### src/hw/rtl/htnt_pkg.sv
package htnt_pkg;

  // field widths
  localparam int unsigned NODE_W  = 12;
  localparam int unsigned WORD_W  = 24;
  localparam int unsigned EPOCH_W = 8;
  localparam int unsigned CNT_W   = 13;
  localparam int unsigned LIMIT_W = 12;

  localparam int unsigned LOG_SIZE_DEF = 12;

  localparam logic [31:0]        HASH_MUL       = 32'h9E37_79B9;
  localparam logic [WORD_W-1:0]  ROOT_WORD      = 24'hFF_FFFF;
  localparam logic [EPOCH_W-1:0] EPOCH_PERSIST  = 8'd0;
  localparam logic [EPOCH_W-1:0] EPOCH_EMPTY    = 8'd1;
  localparam logic [EPOCH_W-1:0] EPOCH_FIRST    = 8'd2;
  localparam logic [EPOCH_W-1:0] EPOCH_LAST     = 8'd255;
  localparam logic [CNT_W-1:0]   COUNT_MAX      = 13'd8191;
  localparam logic [LIMIT_W-1:0] LOAD_LIMIT_RST = 12'd3276;

  typedef enum logic [1:0] {
    REQ_EPHEMERAL  = 2'd0,
    REQ_PERSISTENT = 2'd1,
    REQ_LOOKUP     = 2'd2,
    REQ_CLEAR      = 2'd3
  } req_e;

  typedef enum logic [2:0] {
    ST_FOUND      = 3'd0,
    ST_INSERTED   = 3'd1,
    ST_NOT_FOUND  = 3'd2,
    ST_OVERFLOW   = 3'd3,
    ST_CLEAR_DONE = 3'd4
  } status_e;

  typedef struct packed {
    logic [NODE_W-1:0]  parent;
    logic [WORD_W-1:0]  word;
    logic [EPOCH_W-1:0] epoch;
  } entry_t;

  localparam entry_t ENTRY_EMPTY = '{parent: '0, word: '0, epoch: EPOCH_EMPTY};
  localparam entry_t ENTRY_ROOT  = '{parent: '0, word: ROOT_WORD, epoch: EPOCH_PERSIST};

endpackage

### src/hw/rtl/htnt_hash.sv
module htnt_hash import htnt_pkg::*; #(
  parameter int unsigned LogSize = LOG_SIZE_DEF
) (
  input  logic               clk_i,
  input  logic [NODE_W-1:0]  node_i,
  input  logic [WORD_W-1:0]  word_i,
  output logic [LogSize-1:0] home_o
);

  localparam int unsigned ProdW = NODE_W + LogSize;

  // only the low LogSize bits of the product reach the slot index
  logic [ProdW-1:0]   prod;
  logic [LogSize-1:0] home_d, home_q;

  assign prod   = ProdW'(node_i) * ProdW'(HASH_MUL[LogSize-1:0]);
  assign home_d = prod[LogSize-1:0] ^ word_i[LogSize-1:0];

  always_ff @(posedge clk_i) begin
    home_q <= home_d;
  end

  assign home_o = home_q;

endmodule

### config.mk
export PLATFORM = sky130hd
export DESIGN_NAME = htnt_hash
export DESIGN_NICKNAME = d
export VERILOG_FILES = /design/src/hw/rtl/htnt_pkg.sv /design/src/hw/rtl/htnt_hash.sv
export SDC_FILE = /design/constraint.sdc
export NUM_CORES = 1
export LEC_CHECK = 0
export ABC_AREA = 1
export BUFFER_PORTS_ARGS = -buffer_cell sky130_fd_sc_hd__buf_2
export CORE_MARGIN = 2
export CORE_UTILIZATION = 32
export DETAILED_ROUTE_END_ITERATION = 8
export GPL_TIMING_DRIVEN = 0
export PLACE_DENSITY = 0.56
export SYNTH_ARGS = -nofsm -noshare
export SYNTH_HDL_FRONTEND = slang
export SYNTH_SLANG_ARGS = --single-unit
### constraint.sdc
create_clock -name clk_i -period 5.57 [get_ports clk_i]
set_input_delay 0.8355 -clock clk_i [delete_from_list [all_inputs] [get_ports clk_i]]
set_output_delay 0.8355 -clock clk_i [all_outputs]
set_load 0.01 [all_outputs]
==> impl_metrics.tcl <==
set metrics [dict create \
    h-tree-depth 1 \
    critPathRequiredTime_ns 5.75 \
    hold_start "word_i[6]" \
    max_freq_mhz 228.1 \
    n_antenna_cell 0 \
    cp-end-kind "flop" \
    period_share_pct 78.70 \
    yosysSeqAreaShare_pct 15.51 \
    grt_max_degree 7 \
    fin_crit_ns 4.384 \
    rows 25 \
    first_global_vias 1046 \
    crit_type "input port to flop" \
    syn_avg_cell_area_um2 8.283 \
    hold_path_class "input port to flop" \
    cts_setup_buffers 0 \
    syn_to_final_growth_pct 18.66 \
    switchingPower_uw 321.2 \
    drv_slew 0 \
    design.core.area_um2 4692 \
    run_status "complete, no violations" \
    yosys-top-cells-area "ha_1 (25%), fa_1 (21%), dfxtp_1 (16%)" \
    drc 0 \
    netlist_area_um2 1549 \
    clockPowerShare_pct 10.6 \
    via_count 1173 \
    clockBufferDepth 2 \
    p_leak_uw 0.001129 \
    track_usage_pct 10.49 \
    cts_resized 0 \
    irDropWorstVdd_mv 0.1174 \
    hold_buffers 0 \
    finalSetupViolCount 0 \
    cts_sinks 12 \
    cts_root_buffer "clkbuf_8" \
    synth_nets 271 \
    yosysTopAreaCell "ha_1" \
    switching_share_pct 44.98 \
    p_int_uw 392.9 \
    netlist.area_leader.share_pct 25.04 \
    hpwlAfterDp_um 2266 \
    power_density_nw_per_um2 388.5 \
    portBuffers 36 \
    maxCapViolations 0 \
    path_clk_slew_ns 0.05 \
    yosys_warnings 0 \
    ios 49 \
    die_y_um 73.58 \
    syn_inst 187 \
    cts_tree "built" \
    wl_um 2508 \
    crit_arrival_ns 4.56 \
    grt_pass1_wl_um 4353 \
    drtIter0Drc 30 \
    drtAntennaViolNets 0 \
    path_max_fanout 5 \
    dr.pass1.iters 3 \
    initial_core_util_pct 33.01 \
    die_w_um 73.58 \
    synth-seq-cells 12 \
    rsz0062_at_grt "no" \
    layout-drive-gt1-share_pct 20.80 \
    routabilityCongestion 0.7460 \
    hold_viol 0 \
    fin_nets 312 \
    combPwrFrac_pct 71.5 \
    viasPerCell 4.189 \
    place_ws_ns 0.9206 \
    max_slew_margin_pct 87.48 \
    dieArea_um2 5413 \
    fillCellCount 491 \
    startpoint "node_i[4]" \
    cts_buffers 3 \
    critPathLaunchType "input port" \
    wl_per_cell_um 8.957 \
    grt_overflow 0 \
    largest_reg_flops 12 \
    max_slew.worst_pin.slew_ns 0.1865 \
    fin_ws_ns 1.186 \
    ys_types 15 \
    seqPwrFrac_pct 17.9 \
    finalSetupTns_ns 0 \
    antenna_found_initial 0 \
]
cells in the final DEF, fill, tap and decap left out, drive strengths merged:
cell / n
a21o: 1
a21oi: 4
buf: 36
clkbuf: 3
dfxtp: 12
fa: 16
ha: 31
inv: 51
nand2: 41
nand3: 8
nand3b: 1
nor2: 6
xnor2: 4
xor2: 12
power by group through the flow:
stage	registers (uW)	clock network [uW]	logic (uW)
after floorplan	149	0	389
after global placement	130	0	518
after detailed placement	130	0	523
after CTS	128	80.3	527
after global routing	131	84.7	598
final	128	75.7	511
worst max-delay path, stage by stage:
cell and delay (ns):
buf_2 0.15, fa_1 0.54, inv_1 0.05, fa_1 0.49, inv_1 0.04, ha_1 0.30
fa_1 0.54, inv_1 0.06, fa_1 0.53, inv_1 0.04, ha_1 0.34, nand2_1 0.09
inv_2 0.04, nand2_1 0.07, nand3_2 0.11, nand2_2 0.09, inv_1 0.04, nor2_1 0.07
nand3_1 0.08, nand2_1 0.06
worst paths after layout:
check	depth (start not counted)	end
setup / recovery	20	home_o[11]
hold / removal	2	home_o[6]
kinds of logic after synthesis:
kind of cell / count (synthesis) / synth area share (%)
adders and majority gates: 47 / 45.72
and+or+nand+nor: 56 / 15.59
buffers and inverters: 51 / 12.36
xor gates and xnor gates: 16 / 9.047
DFF: 12 / 15.51
AOI/OAI and AO/OA: 5 / 1.777
cell usage after synthesis:
cell type   n
inv_1      48
nand2_1    38
ha_1       31
fa_1       16
dfxtp_1    12
xor2_1     12
nand3_1     6
nor2_1      6
a21oi_1     4
xnor2_1     4
inv_2       3
nand2_2     3
nand3_2     2
a21o_1      1
nand3b_1    1
through the flow:
step	utilization [%]	cells	instance area (um^2)	hold WS (ns)	total power (uW)
after floorplan	-	187	1549	0.9282	538.7
after global placement	38.29	277	1797	1.022	647.9
after detailed placement	38.29	277	1797	1.026	653.0
after CTS	39.17	280	1838	0.7760	735.7
after global routing	39.17	280	1838	0.7727	813.6
final	39.17	280	1838	0.7821	714.1
routing by layer:
layer | part of all wire, % | wire (um) | track usage, % | vias up
met4 | 1.2 | 31 | 4.242 | 0
met3 | 4.5 | 114 | 1.235 | 4
li1 | - | - | - | 634
met1 | 49 | 1224 | 13.59 | 512
met5 | 0 | 0 | 0 | -
met2 | 45 | 1137 | 17.66 | 23
final cells by class:
class	instances	area, um^2	area share (%)
clock buffers	3	41.29	2.246
inverters	51	191.4	10.42
multi-input cells	124	1117	60.79
flip-flops and latches	12	240.2	13.07
well taps	54	67.56	3.676
repair buffers	36	180.2	9.803
Note: power is estimated with default switching activity, not from simulation.
