--- src/hw/rtl/htnt_pkg.sv ---
package htnt_pkg;

  // field widths
  localparam int unsigned NODE_W  = 12;
  localparam int unsigned WORD_W  = 24;
  localparam int unsigned EPOCH_W = 8;
  localparam int unsigned CNT_W   = 13;
  localparam int unsigned LIMIT_W = 12;

  localparam int unsigned LOG_SIZE_DEF = 12;

  localparam logic [31:0]        HASH_MUL       = 32'h9E37_79B9;
  localparam logic [WORD_W-1:0]  ROOT_WORD      = 24'hFF_FFFF;
  localparam logic [EPOCH_W-1:0] EPOCH_PERSIST  = 8'd0;
  localparam logic [EPOCH_W-1:0] EPOCH_EMPTY    = 8'd1;
  localparam logic [EPOCH_W-1:0] EPOCH_FIRST    = 8'd2;
  localparam logic [EPOCH_W-1:0] EPOCH_LAST     = 8'd255;
  localparam logic [CNT_W-1:0]   COUNT_MAX      = 13'd8191;
  localparam logic [LIMIT_W-1:0] LOAD_LIMIT_RST = 12'd3276;

  typedef enum logic [1:0] {
    REQ_EPHEMERAL  = 2'd0,
    REQ_PERSISTENT = 2'd1,
    REQ_LOOKUP     = 2'd2,
    REQ_CLEAR      = 2'd3
  } req_e;

  typedef enum logic [2:0] {
    ST_FOUND      = 3'd0,
    ST_INSERTED   = 3'd1,
    ST_NOT_FOUND  = 3'd2,
    ST_OVERFLOW   = 3'd3,
    ST_CLEAR_DONE = 3'd4
  } status_e;

  typedef struct packed {
    logic [NODE_W-1:0]  parent;
    logic [WORD_W-1:0]  word;
    logic [EPOCH_W-1:0] epoch;
  } entry_t;

  localparam entry_t ENTRY_EMPTY = '{parent: '0, word: '0, epoch: EPOCH_EMPTY};
  localparam entry_t ENTRY_ROOT  = '{parent: '0, word: ROOT_WORD, epoch: EPOCH_PERSIST};

endpackage

--- src/hw/rtl/htnt_ctrl.sv ---
module htnt_ctrl import htnt_pkg::*; #(
  parameter int unsigned LogSize = LOG_SIZE_DEF
) (
  input  logic               clk_i,
  input  logic               rst_ni,
  // request channel
  input  logic               in_valid_i,
  output logic               in_ready_o,
  input  req_e               in_req_type_i,
  input  logic [NODE_W-1:0]  in_parent_node_i,
  input  logic [WORD_W-1:0]  in_edge_word_i,
  // response channel
  output logic               out_valid_o,
  input  logic               out_ready_i,
  output logic [NODE_W-1:0]  out_child_node_o,
  output status_e            out_status_o,
  // load limit write
  input  logic               cfg_valid_i,
  input  logic [LIMIT_W-1:0] cfg_load_limit_i,
  // hash unit
  output logic [NODE_W-1:0]  hash_node_o,
  output logic [WORD_W-1:0]  hash_word_o,
  input  logic [LogSize-1:0] hash_home_i,
  // table memory
  output logic               mem_re_o,
  output logic [LogSize-1:0] mem_raddr_o,
  input  entry_t             mem_rdata_i,
  output logic               mem_we_o,
  output logic [LogSize-1:0] mem_waddr_o,
  output entry_t             mem_wdata_o
);

  localparam int unsigned IdxExtW = (LogSize > NODE_W) ? LogSize : NODE_W;

  typedef enum logic [6:0] {
    S_INIT  = 7'b0000001,
    S_IDLE  = 7'b0000010,
    S_HASH  = 7'b0000100,
    S_PROBE = 7'b0001000,
    S_CHECK = 7'b0010000,
    S_SWEEP = 7'b0100000,
    S_EMIT  = 7'b1000000
  } state_e;

  state_e              state_q, state_d;
  logic [LogSize:0]    cnt_q, cnt_d;
  logic [LogSize-1:0]  idx_q, idx_d;
  logic [EPOCH_W-1:0]  epoch_q, epoch_d;
  logic [CNT_W-1:0]    live_q, live_d;
  logic [CNT_W-1:0]    rem_q, rem_d;
  logic                out_valid_q, out_valid_d;
  logic                sw_vld_q, sw_vld_d;
  logic [LogSize-1:0]  sw_addr_q;

  // payload registers
  req_e                req_q;
  logic [NODE_W-1:0]   node_q;
  logic [WORD_W-1:0]   word_q;
  logic [NODE_W-1:0]   out_child_q, out_child_d;
  status_e             out_status_q, out_status_d;
  logic [NODE_W-1:0]   res_child_q, res_child_d;
  status_e             res_status_q, res_status_d;

  logic                accept;
  logic                out_free;
  logic                load_out;
  logic [LogSize-1:0]  idx_next;
  logic [IdxExtW-1:0]  idx_ext;
  logic                key_match, is_persist, is_live, probe_last;
  logic                chk_done;
  logic [NODE_W-1:0]   chk_child;
  status_e             chk_status;
  logic [CNT_W-1:0]    live_inc, rem_dec;

  assign in_ready_o = (state_q == S_IDLE);
  assign accept     = in_valid_i && in_ready_o;
  assign out_free   = !out_valid_q || out_ready_i;

  assign hash_node_o = node_q;
  assign hash_word_o = word_q;

  assign idx_next   = idx_q + (word_q[LogSize-1:0] | LogSize'(1));
  assign idx_ext    = IdxExtW'(idx_q);
  assign key_match  = (mem_rdata_i.parent == node_q) && (mem_rdata_i.word == word_q);
  assign is_persist = (mem_rdata_i.epoch == EPOCH_PERSIST);
  assign is_live    = is_persist || (mem_rdata_i.epoch == epoch_q);
  assign probe_last = (cnt_q[LogSize-1:0] == '1);
  assign live_inc   = (live_q == COUNT_MAX) ? live_q : live_q + CNT_W'(1);
  assign rem_dec    = (rem_q == '0) ? rem_q : rem_q - CNT_W'(1);

  // decision on the slot just read
  always_comb begin
    chk_done   = 1'b0;
    chk_child  = '0;
    chk_status = ST_NOT_FOUND;
    case (req_q)
      REQ_PERSISTENT: begin
        if (!is_persist) begin
          chk_done   = 1'b1;
          chk_child  = idx_ext[NODE_W-1:0];
          chk_status = (live_q > rem_dec) ? ST_OVERFLOW : ST_INSERTED;
        end else if (key_match) begin
          chk_done   = 1'b1;
          chk_child  = idx_ext[NODE_W-1:0];
          chk_status = ST_FOUND;
        end else if (probe_last) begin
          chk_done   = 1'b1;
          chk_status = ST_OVERFLOW;
        end
      end
      REQ_EPHEMERAL, REQ_LOOKUP: begin
        if (is_live && key_match) begin
          chk_done   = 1'b1;
          chk_child  = idx_ext[NODE_W-1:0];
          chk_status = ST_FOUND;
        end else if (!is_live) begin
          chk_done = 1'b1;
          if (req_q == REQ_EPHEMERAL) begin
            chk_child  = idx_ext[NODE_W-1:0];
            chk_status = (live_inc > rem_q) ? ST_OVERFLOW : ST_INSERTED;
          end
        end else if (probe_last) begin
          chk_done   = 1'b1;
          chk_status = (req_q == REQ_EPHEMERAL) ? ST_OVERFLOW : ST_NOT_FOUND;
        end
      end
      default: begin
        chk_done   = 1'b1;
        chk_status = ST_CLEAR_DONE;
      end
    endcase
  end

  always_comb begin
    state_d      = state_q;
    cnt_d        = cnt_q;
    idx_d        = idx_q;
    epoch_d      = epoch_q;
    live_d       = live_q;
    rem_d        = rem_q;
    sw_vld_d     = 1'b0;
    res_child_d  = res_child_q;
    res_status_d = res_status_q;
    load_out     = 1'b0;
    mem_re_o     = 1'b0;
    mem_raddr_o  = idx_q;
    mem_we_o     = 1'b0;
    mem_waddr_o  = idx_q;
    mem_wdata_o  = ENTRY_EMPTY;

    case (state_q)
      S_INIT: begin
        mem_we_o    = 1'b1;
        mem_waddr_o = cnt_q[LogSize-1:0];
        mem_wdata_o = (cnt_q[LogSize-1:0] == '0) ? ENTRY_ROOT : ENTRY_EMPTY;
        if (cnt_q[LogSize-1:0] == '1) begin
          cnt_d   = '0;
          state_d = S_IDLE;
        end else begin
          cnt_d = cnt_q + (LogSize+1)'(1);
        end
      end
      S_IDLE: begin
        if (accept) begin
          state_d = S_HASH;
        end
      end
      S_HASH: begin
        cnt_d = '0;
        if (req_q == REQ_CLEAR) begin
          live_d       = '0;
          res_child_d  = '0;
          res_status_d = ST_CLEAR_DONE;
          if (epoch_q == EPOCH_LAST) begin
            epoch_d = EPOCH_FIRST;
            state_d = S_SWEEP;
          end else begin
            epoch_d = epoch_q + EPOCH_W'(1);
            state_d = S_EMIT;
          end
        end else begin
          state_d = S_PROBE;
        end
      end
      S_PROBE: begin
        mem_re_o    = 1'b1;
        mem_raddr_o = hash_home_i;
        idx_d       = hash_home_i;
        state_d     = S_CHECK;
      end
      S_CHECK: begin
        if (chk_done) begin
          if (req_q == REQ_PERSISTENT && !is_persist) begin
            mem_we_o    = 1'b1;
            mem_wdata_o = '{parent: node_q, word: word_q, epoch: EPOCH_PERSIST};
            rem_d       = rem_dec;
          end else if (req_q == REQ_EPHEMERAL && !is_live) begin
            mem_we_o    = 1'b1;
            mem_wdata_o = '{parent: node_q, word: word_q, epoch: epoch_q};
            live_d      = live_inc;
          end
          res_child_d  = chk_child;
          res_status_d = chk_status;
          if (out_free) begin
            load_out = 1'b1;
            state_d  = S_IDLE;
          end else begin
            state_d = S_EMIT;
          end
        end else begin
          mem_re_o    = 1'b1;
          mem_raddr_o = idx_next;
          idx_d       = idx_next;
          cnt_d       = cnt_q + (LogSize+1)'(1);
        end
      end
      S_SWEEP: begin
        // read slot i while slot i-1 is written back
        if (!cnt_q[LogSize]) begin
          mem_re_o    = 1'b1;
          mem_raddr_o = cnt_q[LogSize-1:0];
          sw_vld_d    = 1'b1;
          cnt_d       = cnt_q + (LogSize+1)'(1);
        end
        if (sw_vld_q && !is_persist) begin
          mem_we_o    = 1'b1;
          mem_waddr_o = sw_addr_q;
          mem_wdata_o = ENTRY_EMPTY;
        end
        if (cnt_q[LogSize] && !sw_vld_q) begin
          state_d = S_EMIT;
        end
      end
      S_EMIT: begin
        if (out_free) begin
          load_out = 1'b1;
          state_d  = S_IDLE;
        end
      end
      default: begin
        state_d = S_IDLE;
      end
    endcase

    if (cfg_valid_i) begin
      rem_d = CNT_W'(cfg_load_limit_i);
    end
  end

  always_comb begin
    out_child_d  = out_child_q;
    out_status_d = out_status_q;
    if (load_out) begin
      out_child_d  = (state_q == S_EMIT) ? res_child_q : chk_child;
      out_status_d = (state_q == S_EMIT) ? res_status_q : chk_status;
    end
    if (load_out) begin
      out_valid_d = 1'b1;
    end else if (out_ready_i) begin
      out_valid_d = 1'b0;
    end else begin
      out_valid_d = out_valid_q;
    end
  end

  always_ff @(posedge clk_i or negedge rst_ni) begin
    if (!rst_ni) begin
      state_q     <= S_INIT;
      cnt_q       <= '0;
      epoch_q     <= EPOCH_FIRST;
      live_q      <= '0;
      rem_q       <= CNT_W'(LOAD_LIMIT_RST);
      out_valid_q <= 1'b0;
      sw_vld_q    <= 1'b0;
    end else begin
      state_q     <= state_d;
      cnt_q       <= cnt_d;
      epoch_q     <= epoch_d;
      live_q      <= live_d;
      rem_q       <= rem_d;
      out_valid_q <= out_valid_d;
      sw_vld_q    <= sw_vld_d;
    end
  end

  always_ff @(posedge clk_i) begin
    if (accept) begin
      req_q  <= in_req_type_i;
      node_q <= in_parent_node_i;
      word_q <= in_edge_word_i;
    end
    idx_q        <= idx_d;
    sw_addr_q    <= cnt_q[LogSize-1:0];
    res_child_q  <= res_child_d;
    res_status_q <= res_status_d;
    out_child_q  <= out_child_d;
    out_status_q <= out_status_d;
  end

  assign out_valid_o      = out_valid_q;
  assign out_child_node_o = out_child_q;
  assign out_status_o     = out_status_q;

endmodule

--- config.mk ---
export PLATFORM = sky130hd
export DESIGN_NAME = htnt_ctrl
export DESIGN_NICKNAME = d
export VERILOG_FILES = /design/src/hw/rtl/htnt_pkg.sv /design/src/hw/rtl/htnt_ctrl.sv
export SDC_FILE = /design/constraint.sdc
export NUM_CORES = 1
export LEC_CHECK = 0
export ABC_CLOCK_PERIOD_IN_PS = 11000
export CAP_MARGIN = 10
export CORE_MARGIN = 2
export CORE_UTILIZATION = 45
export DETAILED_ROUTE_END_ITERATION = 10
export DONT_BUFFER_PORTS = 1
export HOLD_SLACK_MARGIN = 0.15
export PLACE_DENSITY = 0.71
export SYNTH_ARGS = -nofsm -noshare
export SYNTH_HDL_FRONTEND = slang
export SYNTH_SLANG_ARGS = --single-unit
--- constraint.sdc ---
create_clock -name clk_i -period 11 [get_ports clk_i]
set_input_delay 2.2 -clock clk_i [delete_from_list [all_inputs] [get_ports clk_i]]
set_output_delay 2.2 -clock clk_i [all_outputs]
set_load 0.05 [all_outputs]
==> metrics.md, run 1 <==
| Metric | Value |
|---|---|
| Outcome | complete, no violations |
| R2R depth | 9 |
| Syn Area/Cell | between 9 and 10 um2 |
| Routed WL per cell | 21.2 um |
| Vias in the first global route | around 7300 |
| Period utilization | 0.712 |
| Crit-path cells | xor2_1, nor4_1, nand4_1, o311a_1, buf_4, nor2_2, and2_1, nand2b_1 |
| Final Core Density | 0.508 |
| RSZ-0062 raised after global routing | false |
| GRT Total Usage | 0.241 |
| Die W | roughly 150 um |
| CTS tree | done |
| Reg2reg end | out_child_node_o[3] |
| Core Area | ~0.02 mm2 |
| Ys Warns | 0 |
| Min-Delay Path Class | register to register |
| Synth top cells by count | 142 x nand2_1, 80 x edfxtp_1, 53 x o21ai_0 |
| Fmax | around 130 MHz |
| Drt first-iter violations | between 600 and 700 |
| Routed wire length | 25700 um |
| Placed instance area | approximately 0.0093 mm2 |
| Initial core utilization | 0.462 |
| Start point of the critical path | mem_rdata_i[20] |
| Final Cell Area | about 0.0099 mm2 |
| R2R Path Start | hash_word_o[1] |
| H-tree depth | 4 |
| Synth area leaders | edfxtp_1 27%, dfrtp_1 13%, nand2_1 5.9% |
| Clk sinks | 148 |
| # hold bufs at CTS | 0 |
| DIE AREA | ~0.021 mm2 |
| # port buffers | 0 |
| Via count | between 7000 and 8000 |
| Number of enable flip-flop cells after synthesis | 80 |
| Total Power | about 0.0020 W |
| Post-CTS sizing | 0 |
| Post-route setup TNS | 0 ns |
| Clk buf depth | 2 |
| Critical path endpoint | mem_we_o |
| Net count, final | 1088 |
| Yosys top cell area share | 0.265 |
| Clk_lat worst skew | roughly 0.43 ns |
| Pwr dens | 200 mW/mm2 |
| Predominant post-synthesis flop cell | edfxtp_1 |
| DR pass1 iterations | 9 |
| Routability cong. | slightly below 0.9 |
| Reg clk slew, reported paths | 0.07 ns |
| Lkg Pwr | approximately 4.2 nW |
| Crit. path cell count | 8 |
| Buffers and inverters on the worst path | 1 |
| Maximum vdd drop | 0.000101 V |
| Max incr delay on CP | between 0.8 and 0.9 ns |
| # diodes | 0 |
| Dominant cell type by area after synthesis | edfxtp_1 |
| Ys async rst share | 0.378 |
| Post-synthesis register bit count | ~150 |
| Die H | 146 um |
| Hold path startpoint | epoch_q[1] |
| Most frequent cell after synthesis | nand2_1 |
| CTS buffer count | 17 |
| Area Overhead vs Synth | 9.94% |
| Crit path required time | about 9 ns |
| Worst Tran Pin Value | about 1.2 ns |
| Worst Path Max Fanout | 25 |
| Worst R2R Setup Slack | around 6.9 ns |
| Clk_skew | around 0.012 ns |
| Cell Rows | 51 |
| Fin. max-slew vios | 0 |
| Vias per inst | ~6 |
| Mapped Nets | approximately 1100 |
| Register area share after synthesis | 0.448 |
| CP delay by family, top | simple AND/OR/NAND/NOR gates |
| DRC | 0 |
| WS Path Type | primary input to primary output |
| Max_slew headroom | 0.181 |
| Final Critical Period | 7.83 ns |
| I/O pin total | ~230 |
| Share of post-route cells with drive strength above 1 | 0.0813 |
| Initial antenna violation count | 0 |
| First-pass GRT wire length | 40700 um |
| CP max stage cell | and2_1 |
| MaxCap Viol Count | 0 |
| GR Overflow Total | 0 |
| Setup crit start kind | primary input |
| Worst Path Arrival | about 5.6 ns |
| Post-route ant nets | 0 |
| Clock root buffer | clkbuf_16 |
| Yosys cell types | 65 |
| Syn Inst Count | 949 |
| Detailed Place HPWL | between 15000 and 20000 um |
| Hold Worst Slack | about 0.51 ns |
| Pin count of the biggest net entering global routing | 57 |
| Setup bufs post-CTS | 0 |
| Final setup fails | 0 |
| Cell Area, Synth | about 0.0090 mm2 |
| Fin. Hold Viols | 0 |
| Crit end category | primary output |
-- tightest hold or removal path, delay by kind of cell (launching register included) --
kind / cells / cell delay [ns]
flops: 1 / 0.40
simple gates: 2 / 0.10
-- power breakdown --
| part | switching, W | total (W) | internal [W] | leakage [nW] |
|---|---|---|---|---|
| clock network | 0.000264 | 0.000657 | 0.000393 | 0.325 |
| logic | 0.000266 | 0.000431 | 0.000166 | 2.33 |
| registers | 0.000220 | 0.000903 | 0.000684 | 1.53 |
-- metrics by stage --
| step | cells | setup slack, ns |
|---|---|---|
| final | 1212 | 3.17 |
| after global routing | 1212 | 2.95 |
| after floorplan | 949 | 4.35 |
| after CTS | 1211 | 3.20 |
| after detailed placement | 1179 | 3.23 |
| after global placement | 1179 | 3.34 |
-- layout make-up --
type	instances	area, um2
clock buffers	17	425
clock inverters	15	236
fillers	1777	9640
inverters	28	105
multi-input cells	731	4740
flip-flops and latches	148	4050
well taps	265	332
repair buffers	8	60.1
-- worst min-delay path by stage --
stage	to	slack (ns)	cells past startpoint
after floorplan	sw_addr_q[2]	0.35	0
after global placement	epoch_q[1]	0.49	2
after detailed placement	epoch_q[1]	0.49	2
after CTS	epoch_q[1]	0.50	2
after global routing	epoch_q[1]	0.52	2
final	epoch_q[1]	0.51	2
-- state kept, by name, indices dropped and copies added (netlist names) --
register          count
res_child_q          12
rem_q                13
out_valid_o           1
hash_word_o          24
idx_ext              12
req_q                 2
epoch_q               8
state_q               7
cnt_q                13
res_status_q          3
hash_node_o          12
sw_vld_q              1
sw_addr_q            12
live_q               13
out_status_o          3
out_child_node_o     12
-- layer usage --
layer / part of all wire / GRT usage / up-vias
met4: 0.011 / 0.0554 / 0
met2: 0.50 / 0.408 / 311
met5: 0 / 0 / -
li1: - / - / 3405
met1: 0.41 / 0.311 / 3540
met3: 0.078 / 0.0614 / 24
-- cell families (layout without fill, tap and decap cells) --
family                   count (synthesis)  count (layout)  share of synthesized area
AO/OA/AOI/OAI                          197             197                      0.140
XOR/XNOR                                90              90                     0.0871
adder cells (fa/ha/maj)                 43              43                     0.0603
buffers and inverters                   70              68                     0.0308
flip-flops                             148             148                      0.448
multiplexers                            17              17                     0.0194
AND/OR/NAND/NOR                        384             384                      0.215
-- layout by cell type (no fill, tap or decap), types with 27 or more instances in the layout --
cell type,n
a21o_1,29
and3_1,38
dfrtp_1,48
edfxtp_1,80
ha_1,42
inv_1,27
nand2_1,142
nand3_1,41
nor2_1,46
o21ai_0,52
o21ai_1,35
xnor2_1,46
xor2_1,44
No activity file was read; power rests on OpenSTA's default activity.
==> inputs of run 2 (changes only) <==
- ABC_CLOCK_PERIOD_IN_PS: 11000 -> 7300
- clock period: 11 -> 7.3 ns (I/O delays scaled with it)
==> run 2 against run 1 <==
Flip-flop and latch count stayed put. Critical path type unchanged. First-iteration DRC count rose by 8.3%. Largest power group unchanged. Non-clock buffer count grew 6.
==> metrics.md, run 2 (synthesis gave the netlist of run 1 again) <==
| Metric | Value |
|---|---|
| Die W | around 150 um |
| Vias per inst | 6.00 |
| Core Area | slightly below 0.02 mm2 |
| Routability cong. | 0.900 |
| CTS tree | done |
| Max_slew headroom | 0.212 |
| RSZ-0062 raised after global routing | false |
| First-pass GRT wire length | around 40000 um |
| Drt first-iter violations | between 700 and 800 |
| CP max stage cell | and2_1 |
| Final Critical Period | about 6.3 ns |
| Post-CTS sizing | 0 |
| Worst Path Max Fanout | 25 |
| Clk_skew | 0.0181 ns |
| Via count | between 7000 and 8000 |
| Fin. Hold Viols | 0 |
| Worst Path Arrival | between 4 and 5 ns |
| Crit-path cells | xor2_1, nor4_1, nand3_1, o311a_1, buf_4, nor2_2, and2_1, nand2b_1 |
| WS Path Type | primary input to primary output |
| Commonest cells after routing, fill and taps aside | 142 x nand2_1, 80 x edfxtp_1, 52 x o21ai_0 |
| Clock root buffer | clkbuf_16 |
| # diodes | 0 |
| Lkg Pwr | 4.18 nW |
| Setup bufs post-CTS | 0 |
| Buffers and inverters on the worst path | 1 |
| Area Overhead vs Synth | 9.83% |
| # hold bufs at CTS | 0 |
| Cell Rows | between 50 and 60 |
| # port buffers | 0 |
| Fill count | 1817 |
| Worst Tran Pin Value | ~1.2 ns |
| GR Overflow Total | 0 |
| Hold Worst Slack | approximately 0.51 ns |
| Min-Delay Path Class | register to register |
| Clk buf depth | 2 |
| DRC | 0 |
| H-tree depth | 4 |
| Crit end category | primary output |
| CTS buffer count | 17 |
| Final setup fails | 0 |
| Initial antenna violation count | 0 |
| Share of post-route cells with drive strength above 1 | 0.0860 |
| Fin. max-slew vios | 0 |
| DIE AREA | 0.0213 mm2 |
| Detailed Place HPWL | 19000 um |
| Crit path required time | about 5.8 ns |
| Clk_lat worst skew | between 0.4 and 0.5 ns |
| Initial core utilization | 0.462 |
| Fmax | approximately 160 MHz |
| Vias in the first global route | between 7000 and 8000 |
| Most common cell after layout, fill and taps aside | nand2_1 |
| Routed wire length | 25200 um |
| Register area | 0.00405 mm2 |
| Maximum vdd drop | approximately 0.00019 V |
| Post-route setup TNS | 0 ns |
| Die H | ~150 um |
| Reg clk slew, reported paths | 0.06 ns |
| MaxCap Viol Count | 0 |
| GRT Total Usage | 0.237 |
| Area of the multi-input gates | between 0.004 and 0.005 mm2 |
| Outcome | complete, no violations |
| DR pass1 iterations | 8 |
| Setup crit start kind | primary input |
| Clk sinks | roughly 150 |
| Post-route ant nets | 0 |
| Net count, final | between 1000 and 1500 |
| Pwr dens | 295 mW/mm2 |
| Max reg flops | 24 |
| Routed WL per cell | a little over 20 um |
| Pin count of the biggest net entering global routing | 57 |
| Max incr delay on CP | roughly 0.8 ns |
| Period utilization | 0.861 |
| I/O pin total | roughly 230 |
| CP delay by family, top | simple AND/OR/NAND/NOR gates |
==> run 2: layout make-up <==
cell class | count | share of cell area
clock buffer | 17 | 0.0428
multi-input combinational | 731 | 0.476
timing repair buffer | 14 | 0.0106
sequential | 148 | 0.408
inverter | 28 | 0.0106
clock inverter | 15 | 0.0188
tap | 265 | 0.0334
==> run 2: through the flow <==
step | setup slack (ns) | cell area [um2] | total power [W] | cells | util
6_report | 1.02 | 9940 | 0.00293 | 1218 | 0.507
5_1_grt | 0.816 | 9940 | 0.00308 | 1218 | 0.507
4_1_cts | 1.04 | 9940 | 0.00294 | 1218 | 0.507
3_5_place_dp | 1.05 | 9330 | 0.00201 | 1186 | 0.476
3_3_place_gp | 1.08 | 9330 | 0.00199 | 1186 | 0.476
2_1_floorplan | 2.13 | 9050 | 0.00183 | 949 | -
==> run 2: worst min-delay path, stage by stage, from the launching register on <==
cell     delay, ns
dfstp_2       0.40
nand2_1       0.06
nand2_1       0.04
==> run 2: layer usage <==
layer / wire (um) / up-vias / GRT usage / part of all wire
li1: - / 3426 / - / -
met1: 10400 / 3554 / 0.306 / 0.41
met2: 12300 / 305 / 0.394 / 0.49
met3: 2210 / 28 / 0.0737 / 0.088
met4: 306 / 0 / 0.0500 / 0.012
met5: 0 / - / 0 / 0
==> run 2: worst paths after layout <==
check	start	endpoint	slack, ns	cells after the start
min in group asynchronous	rst_ni	rem_q[12]	0.72	0
hold reg to reg	epoch_q[1]	epoch_q[1]	0.51	2
max in group asynchronous	rst_ni	state_q[0]	6.38	0
setup reg to reg	hash_word_o[4]	out_child_node_o[8]	2.89	8
hold / removal	epoch_q[1]	epoch_q[1]	0.51	2
setup / recovery	mem_rdata_i[12]	mem_we_o	1.02	8
==> run 2: power breakdown <==
group	switching (W)	total [W]	leakage, nW	internal, W
clock network	0.000403	0.000925	0.296	0.000522
logic	0.000398	0.000650	2.36	0.000253
registers	0.000329	0.00136	1.53	0.00103
total	0.00113	0.00293	4.18	0.00180
==> inputs of run 3 (changes only) <==
- ABC_AREA: default -> 1
- BUFFER_PORTS_ARGS: default -> -buffer_cell sky130_fd_sc_hd__clkbuf_2
- DONT_BUFFER_PORTS: 1 -> default
- PLACE_DENSITY: 0.71 -> 0.8
==> run 3 against run 2 <==
Critical endpoint is now mem_wdata_o[28]. Register-to-register slack better by 0.99 ns. Routed wire length rose by 29%. Worst setup slack gained 0.83 ns.
==> metrics.md, run 3 <==
| Metric | Value |
|---|---|
| Clk sinks | 148 |
| Most common cell after layout, fill and taps aside | nand2_1 |
| Worst Tran Pin Value | between 1 and 1.5 ns |
| Worst Path Arrival | roughly 4 ns |
| Final Cell Area | 0.0121 mm2 |
| Hold Worst Slack | ~0.5 ns |
| Predominant post-synthesis flop cell | edfxtp_1 |
| Reg clk slew, reported paths | 0.07 ns |
| DRC | 0 |
| Pin count of the biggest net entering global routing | 57 |
| DR pass1 iterations | 6 |
| Post-route ant nets | 0 |
| Syn Area/Cell | approximately 7.3 um2 |
| I/O pin total | roughly 230 |
| H-tree depth | 4 |
| Lkg Pwr | slightly above 6 nW |
| Cell mode on critical path | nand2_1 |
| Commonest cells after routing, fill and taps aside | 436 x nand2_1, 233 x clkbuf_2, 175 x inv_1 |
| Area of the multi-input gates | about 0.0051 mm2 |
| Via count | around 10000 |
| Post-CTS sizing | 0 |
| Die W | 153 um |
| Yosys top cell area share | 0.241 |
| Mapped Nets | around 1500 |
| Detailed Place HPWL | 24900 um |
| Synth top cells by count | 436 x nand2_1, 175 x inv_1, 125 x nor2_1 |
| Dpl ws | between 1.5 and 2 ns |
| Core Area | 0.0218 mm2 |
| Synth area leaders | edfxtp_1 24%, nand2_1 16%, dfrtp_1 12% |
| Most frequent cell after synthesis | nand2_1 |
| Vias per inst | 5.46 |
| GRT Total Usage | 0.277 |
| Net count, final | roughly 1700 |
| Fill count | between 2000 and 2500 |
| Fin. Hold Viols | 0 |
| # port buffers | 233 |
| Share of post-route cells with drive strength above 1 | 0.190 |
| Max reg flops | 24 |
| Crit path required time | 5.84 ns |
| Register area share after synthesis | 0.407 |
| Period utilization | 0.747 |
| Clk buf depth | 2 |
| CP max stage cell | inv_1 |
| Placed instance area | roughly 0.011 mm2 |
| Initial core utilization | 0.458 |
| Crit-path cells | clkbuf_2, or2_2, nand3_1, nor2_1, nand2_1, nand3_2, nand2_2, nand2_2, inv_1, nand2_1, nand2_1, clkbuf_2 |
| Register area | just over 0.004 mm2 |
| Vias in the first global route | between 9000 and 10000 |
| Cell Area, Synth | 0.00996 mm2 |
| Die H | around 150 um |
| First-pass GRT wire length | roughly 51000 um |
| Max incr delay on CP | between 0.5 and 0.6 ns |
| WS Path Type | primary input to primary output |
| Dominant cell type by area after synthesis | edfxtp_1 |
| Post-route setup slack | 1.85 ns |
| Syn Inst Count | 1358 |
| Setup crit start kind | primary input |
| Min-Delay Path Class | register to register |
| Final Critical Period | 5.45 ns |
| Routed wire length | ~32000 um |
| Routability cong. | just over 1 |
| Yosys cell types | between 40 and 50 |
| Number of enable flip-flop cells after synthesis | 80 |
| Post-synthesis register bit count | roughly 150 |
| Ys async rst share | 0.378 |
| Initial antenna violation count | 0 |
| Worst Path Max Fanout | 22 |
| CTS buffer count | 17 |
| Routed WL per cell | 17.3 um |
| Clk_skew | around 0.013 ns |
| Outcome | complete, no violations |
| GR Overflow Total | 0 |
| CP delay by family, top | simple AND/OR/NAND/NOR gates |
| Pwr dens | about 280 mW/mm2 |
| Cell Rows | 54 |
| Clock root buffer | clkbuf_16 |
| Clk_lat worst skew | about 0.44 ns |
| RSZ-0062 raised after global routing | false |
| # hold bufs at CTS | 0 |
| DIE AREA | about 0.023 mm2 |
| Final setup fails | 0 |
| MaxCap Viol Count | 0 |
| CTS tree | done |
| Fmax | ~180 MHz |
| Crit end category | primary output |
| Area Overhead vs Synth | 21.5% |
| Max_slew headroom | 0.261 |
| Maximum vdd drop | 0.000185 V |
| Setup bufs post-CTS | 0 |
| Post-route setup TNS | 0 ns |
| Fin. max-slew vios | 0 |
| Ys Warns | 0 |
| # diodes | 0 |
| Drt first-iter violations | 913 |
| Final Core Density | 0.556 |
| Buffers and inverters on the worst path | 3 |
==> run 3: stage by stage <==
| step | instances | power, W |
|---|---|---|
| finish | 1875 | 0.00336 |
| global route | 1875 | 0.00351 |
| CTS | 1875 | 0.00335 |
| detailed placement | 1843 | 0.00224 |
| global placement | 1843 | 0.00222 |
| floorplan | 1358 | 0.00193 |
==> run 3: power by group <==
| group | internal, W | switching (W) | total [W] |
|---|---|---|---|
| sequential | 0.00104 | 0.000130 | 0.00117 |
| clock | 0.000745 | 0.000368 | 0.00111 |
| combinational | 0.000283 | 0.000800 | 0.00108 |
==> run 3: cell type report <==
type | count | area share
multi-input combinational | 991 | 0.419
clock buffer | 18 | 0.0355
inverter | 186 | 0.0577
tap | 280 | 0.0289
clock inverter | 14 | 0.0251
sequential | 148 | 0.335
timing repair buffer | 238 | 0.0994
==> run 3: worst reg2reg max path: cells and delay by family, from the launching register on <==
family        cells  cell delay, ns
flops             1            0.57
simple gates      6            1.50
buf+inv           2            0.65
xor+xnor          1            0.31
==> run 3: path summary, 6_finish.rpt <==
check                      slack (ns)           start  cells after the start              end
setup / recovery                 1.85  mem_rdata_i[4]                     12  mem_wdata_o[28]
hold / removal                   0.50        cnt_q[5]                      0     sw_addr_q[5]
setup reg to reg                 3.88  hash_word_o[1]                      9  res_child_q[10]
hold reg to reg                  0.50        cnt_q[5]                      0     sw_addr_q[5]
max in group asynchronous        5.61          rst_ni                      2       state_q[4]
min in group asynchronous        1.17          rst_ni                      2         rem_q[9]
==> run 3: kinds of logic (layout without fill, tap and decap cells) <==
group / count (synthesis) / after routing / synth area share
and+or+nand+nor: 773 / 773 / 0.331
buffers and inverters: 219 / 456 / 0.0855
DFF: 148 / 148 / 0.407
AOI/OAI and AO/OA: 125 / 125 / 0.0784
xor gates and xnor gates: 50 / 50 / 0.0439
adders and majority gates: 43 / 43 / 0.0547
==> run 3: per-layer routing <==
layer	routed length (um)	track usage
met3	2840	0.0643
met5	0	0
met4	1170	0.109
met2	15900	0.483
met1	12500	0.332
